===== src/tcw_pkg.sv =====
package tcw_pkg;

  localparam int DEF_COLS = 80;
  localparam int DEF_ROWS = 25;
  localparam int CELL_W   = 16;

  localparam logic [1:0] FUNC_PUT   = 2'd0;
  localparam logic [1:0] FUNC_CLEAR = 2'd1;
  localparam logic [1:0] FUNC_READ  = 2'd2;

  localparam logic [7:0] CHAR_NEWLINE      = 8'd10;
  localparam logic [7:0] ATTR_BRIGHT_WHITE = 8'h0F;

  localparam int QDEPTH = 2;
  localparam int QPTR_W = 1;

  typedef enum logic [2:0] {
    OP_NOP,
    OP_PUT,
    OP_NEWLINE,
    OP_CLEAR,
    OP_READ
  } op_t;

  typedef struct packed {
    op_t        op;
    logic [7:0] ch;
  } cmd_t;

  typedef struct packed {
    logic        scrolled;
    logic [4:0]  cur_row;
    logic [6:0]  cur_col;
    logic [15:0] cell_data;
  } res_t;

  typedef enum logic [2:0] {
    ST_IDLE,
    ST_READ,
    ST_SCROLL,
    ST_ZERO,
    ST_DONE
  } state_t;

endpackage


===== src/tcw_front.sv =====
module tcw_front #(
  parameter int COLS = tcw_pkg::DEF_COLS,
  parameter int ROWS = tcw_pkg::DEF_ROWS
) (
  input  logic                          clk,
  input  logic                          rst,
  input  logic                          in_valid,
  output logic                          in_ready,
  input  logic [1:0]                    in_func,
  input  logic [7:0]                    in_char,
  input  logic [4:0]                    in_row,
  input  logic [6:0]                    in_col,
  output logic                          cmd_valid,
  output tcw_pkg::cmd_t                 cmd,
  output logic [$clog2(ROWS*COLS)-1:0]  cmd_addr,
  input  logic                          cmd_pop
);

  import tcw_pkg::*;

  localparam int AW = $clog2(ROWS * COLS);

  cmd_t             new_cmd;
  logic [AW-1:0]    new_addr;
  logic [31:0]      full_addr;
  logic             in_range;
  logic             push;

  cmd_t             q_cmd  [QDEPTH];
  logic [AW-1:0]    q_addr [QDEPTH];
  logic [QPTR_W-1:0] wptr;
  logic [QPTR_W-1:0] rptr;
  logic [QPTR_W:0]   count;

  always_comb begin
    in_range  = (32'(in_row) < ROWS) && (32'(in_col) < COLS);
    full_addr = 32'(in_row) * COLS + 32'(in_col);
    new_addr  = AW'(full_addr);
    new_cmd.ch = in_char;
    unique case (in_func)
      FUNC_PUT:   new_cmd.op = (in_char == CHAR_NEWLINE) ? OP_NEWLINE : OP_PUT;
      FUNC_CLEAR: new_cmd.op = OP_CLEAR;
      FUNC_READ:  new_cmd.op = in_range ? OP_READ : OP_NOP;
      default:    new_cmd.op = OP_NOP;
    endcase
  end

  assign in_ready  = (count != (QPTR_W+1)'(QDEPTH));
  assign push      = in_valid && in_ready;
  assign cmd_valid = (count != '0);
  assign cmd       = q_cmd[rptr];
  assign cmd_addr  = q_addr[rptr];

  always_ff @(posedge clk) begin
    if (rst) begin
      wptr  <= '0;
      rptr  <= '0;
      count <= '0;
    end else begin
      if (push) begin
        wptr <= wptr + QPTR_W'(1);
      end
      if (cmd_pop) begin
        rptr <= rptr + QPTR_W'(1);
      end
      case ({push, cmd_pop})
        2'b10:   count <= count + (QPTR_W+1)'(1);
        2'b01:   count <= count - (QPTR_W+1)'(1);
        default: count <= count;
      endcase
    end
  end

  always_ff @(posedge clk) begin
    if (push) begin
      q_cmd[wptr]  <= new_cmd;
      q_addr[wptr] <= new_addr;
    end
  end

endmodule


===== config.mk =====
export PLATFORM = sky130hd
export DESIGN_NAME = tcw_front
export DESIGN_NICKNAME = d
export VERILOG_FILES = /design/src/tcw_pkg.sv /design/src/tcw_front.sv
export SDC_FILE = /design/constraint.sdc
export NUM_CORES = 1
export LEC_CHECK = 0
export BUFFER_PORTS_ARGS = -buffer_cell sky130_fd_sc_hd__buf_2
export CAP_MARGIN = 10
export CORE_MARGIN = 1.5
export CORE_UTILIZATION = 57
export CTS_BUF_LIST = sky130_fd_sc_hd__clkbuf_8 sky130_fd_sc_hd__clkbuf_16
export DETAILED_ROUTE_END_ITERATION = 16
export PLACE_DENSITY = 0.84
export RECOVER_POWER = 100
export SYNTH_ARGS = -nofsm -noshare
export SYNTH_HDL_FRONTEND = slang
export SYNTH_SLANG_ARGS = --single-unit

===== constraint.sdc =====
create_clock -name clk -period 5.7 [get_ports clk]
set_clock_uncertainty 0.15 [all_clocks]
set_input_delay 1.14 -clock clk [delete_from_list [all_inputs] [get_ports clk]]
set_output_delay 1.14 -clock clk [all_outputs]
set_load 0.02 [all_outputs]

==> flow_metrics.py <==
metrics = {
    "timing": {
        "hold_viol": 0,
        "setup_viol": 0,
        "period_minus_slack_ps": 3147,
        "worst_pin_slew_ps": 1783,
        "rsz0062_at_grt": "no",
        "period_share": 0.5521,
        "relSlewSlack": -0.1931,
        "maxSlewViolCount": 23,
        "fmaxAchievable_ghz": 0.3178,
        "fin_setup_tns_ps": 0,
        "holdWs_ps": 374.3,
    },
    "pwr": {
        "vdd_drop_max_mv": 0.1917,
        "total_power_uw": 830.3,
        "p_leak_uw": 0.0009037,
        "power_density_mw_per_mm2": 338.7,
    },
    "final_layout": {
        "syn2layout_area_growth_pct": 15.44,
        "antenna_cells": 0,
        "drive_above_1_share": 0.2162,
        "final_nets": 222,
        "final_area_mm2": 0.002451,
    },
    "logic_synthesis": {
        "synth_edf_count": 44,
        "syn_area_mm2": 0.002123,
        "ys.flop_type": "edfxtp_1",
        "synth_cells": 130,
        "ys_warn_count": 0,
        "synth.distinct_cells": 25,
        "synth-seq-cells": 49,
        "syn_area_per_cell_um2": 16.33,
        "synthArstFlopShare": 0,
        "yosysSeqAreaShare": 0.6694,
        "synth_nets": 168,
    },
    "cts": {
        "numCtsBuffers": 5,
        "cts.clk_slew.worst_paths_ps": 80,
        "htreeDepth": 2,
        "cts_max_path_buffers": 2,
        "clock_latency_ps": 290,
        "numClockSinks": 49,
        "cts_tree": "built",
        "root_buffer": "clkbuf_8",
        "ctsHoldBuffers": 0,
        "postCtsResizedCells": 0,
        "cts_setup_buffers": 0,
    },
    "worst_setup_path": {
        "crit_path_cell_trace": "mux2_2 -> clkbuf_1",
        "reg2reg_from": "count[0]$_SDFFE_PP0P_",
        "critPathMaxFanout": 22,
        "path_buf_inv": 1,
        "worstSetupStartpointType": "flop",
        "slowest_stage": "dfxtp_1",
        "cp-end-kind": "output port",
        "max_stage_delay_ps": 960,
        "crit_required_ps": 4410,
        "worstSetupPathType": "reg2out",
        "arrival_ps": 1860,
        "crit_family": "flip-flops",
    },
    "place": {
        "placed_area_mm2": 0.002419,
        "dp_hpwl_mm": 2.622,
        "gp_congestion": 0.8245,
        "port_buffers": 49,
    },
    "drt": {
        "drcViolationCount": 0,
        "dr.pass1.iters": 4,
        "wire_per_inst_um": 15.45,
        "drt_iter0_drc": 42,
        "vias_per_cell": 5.268,
        "ant_nets": 0,
        "wirelength_mm": 3.568,
        "vias": 1217,
    },
    "status": {
        "violations": "capacitance limit, slew limit",
        "status": "finished, violations left",
    },
    "floorplan": {
        "fp.coreArea_mm2": 0.003442,
        "die_area_mm2": 0.004100,
        "die_w_um": 64.04,
        "io_pins": 50,
        "rows": 21,
        "die_h_um": 64.04,
        "start_util": 0.6169,
    },
    "grt": {
        "first_global_vias": 1255,
        "grt_overflow": 0,
        "grt_antenna_before_repair": 0,
        "grt_max_degree": 23,
        "grt_pass1_wl_mm": 5.644,
        "grt_usage": 0.1884,
    },
    "flow_run": {
        "drv_cap": 1,
    },
    "worst_hold_path": {
        "hold_path_startpoint": "rptr$_SDFFE_PP0P_",
        "min_path_type": "reg2reg",
    },
}
-- worst reg2reg max path, cell delays in order (launching register included) --
cell	delay (ps)
dfxtp_1	410
nand2b_1	170
nand2_1	110
nor2_1	1330
-- registers in the layout, indices dropped and copies added (netlist names), named ones only --
signal,flops
count,2
q_addr,22
q_cmd,22
rptr,1
wptr,1
-- logic make-up after synthesis --
kind of cell,count (synthesis),synth area share
buffers and inverters,7,0.01355
AO/OA/AOI/OAI,12,0.03477
AND/OR/NAND/NOR,17,0.04244
XOR/XNOR,11,0.04537
adder cells (fa/ha/maj),12,0.07779
flip-flops,49,0.6694
multiplexers,22,0.1167
-- power breakdown --
| part | internal, uW | switching [uW] |
|---|---|---|
| sequential | 448 | 18.8 |
| combinational | 67.4 | 112 |
| clock | 82.5 | 102 |
| total | 598 | 233 |
-- cell usage after synthesis, types with 2 or more instances --
cell type	n	area, um2
edfxtp_1	44	1321
mux2_2	22	247.7
ha_1	10	125.1
nor2_1	7	26.28
xnor2_1	7	61.31
dfxtp_1	5	100.1
inv_1	5	18.77
a21oi_1	4	20.02
xor2_1	4	35.03
o21ai_0	3	15.01
a21o_1	2	15.01
buf_2	2	10.01
fa_1	2	40.04
nand2_1	2	7.510
-- worst paths after layout --
check	cells after the start	slack (ps)	endpoint
worst max register to register	3	3130	q_addr[0][6]$_DFFE_PP_
worst min register to register	2	370	flop
worst min-delay path	2	370	flop
worst max-delay path	2	2550	cmd_addr[5]
-- layout make-up --
| cell class | count | area (um2) |
|---|---|---|
| fill | 258 | 991.0 |
| clock buffer | 5 | 68.82 |
| clock inverter | 3 | 12.51 |
| timing repair buffer | 49 | 198.9 |
| tap | 46 | 57.56 |
| inverter | 5 | 18.77 |
| multi-input combinational | 74 | 673.1 |
| sequential | 49 | 1421 |
-- cell usage in the layout, fill, tap and decap left out, drive strengths merged --
cell type	n
o21ai	3
o2111ai	1
or3	1
inv	7
clkbuf	42
xor2	4
mux2	22
and3	1
buf	12
and4	1
nor4	1
edfxtp	44
dfxtp	5
nand2	2
nor4bb	1
a31oi	1
nor2	7
nand2b	1
a21oi	4
o311ai	1
clkinv	1
nor2b	1
xnor2	7
or2	1
a21o	2
fa	2
ha	10
-- layer usage --
| layer | vias to the layer above | wire length (um) | GRT usage |
|---|---|---|---|
| li1 | 596 | - | - |
| met1 | 580 | 1449 | 0.2051 |
| met2 | 34 | 1879 | 0.3411 |
| met3 | 7 | 162 | 0.04225 |
| met4 | 0 | 77 | 0.09511 |
| met5 | - | 0 | 0 |
-- stage by stage --
stage / setup slack [ps] / cells / util
after floorplan: 2661 / 130 / -
after global placement: 2483 / 223 / 0.7027
after detailed placement: 2413 / 223 / 0.7027
after CTS: 2508 / 231 / 0.7263
after global routing: 2409 / 231 / 0.7121
final: 2553 / 231 / 0.7121
Power figures use the tool's default switching activity.
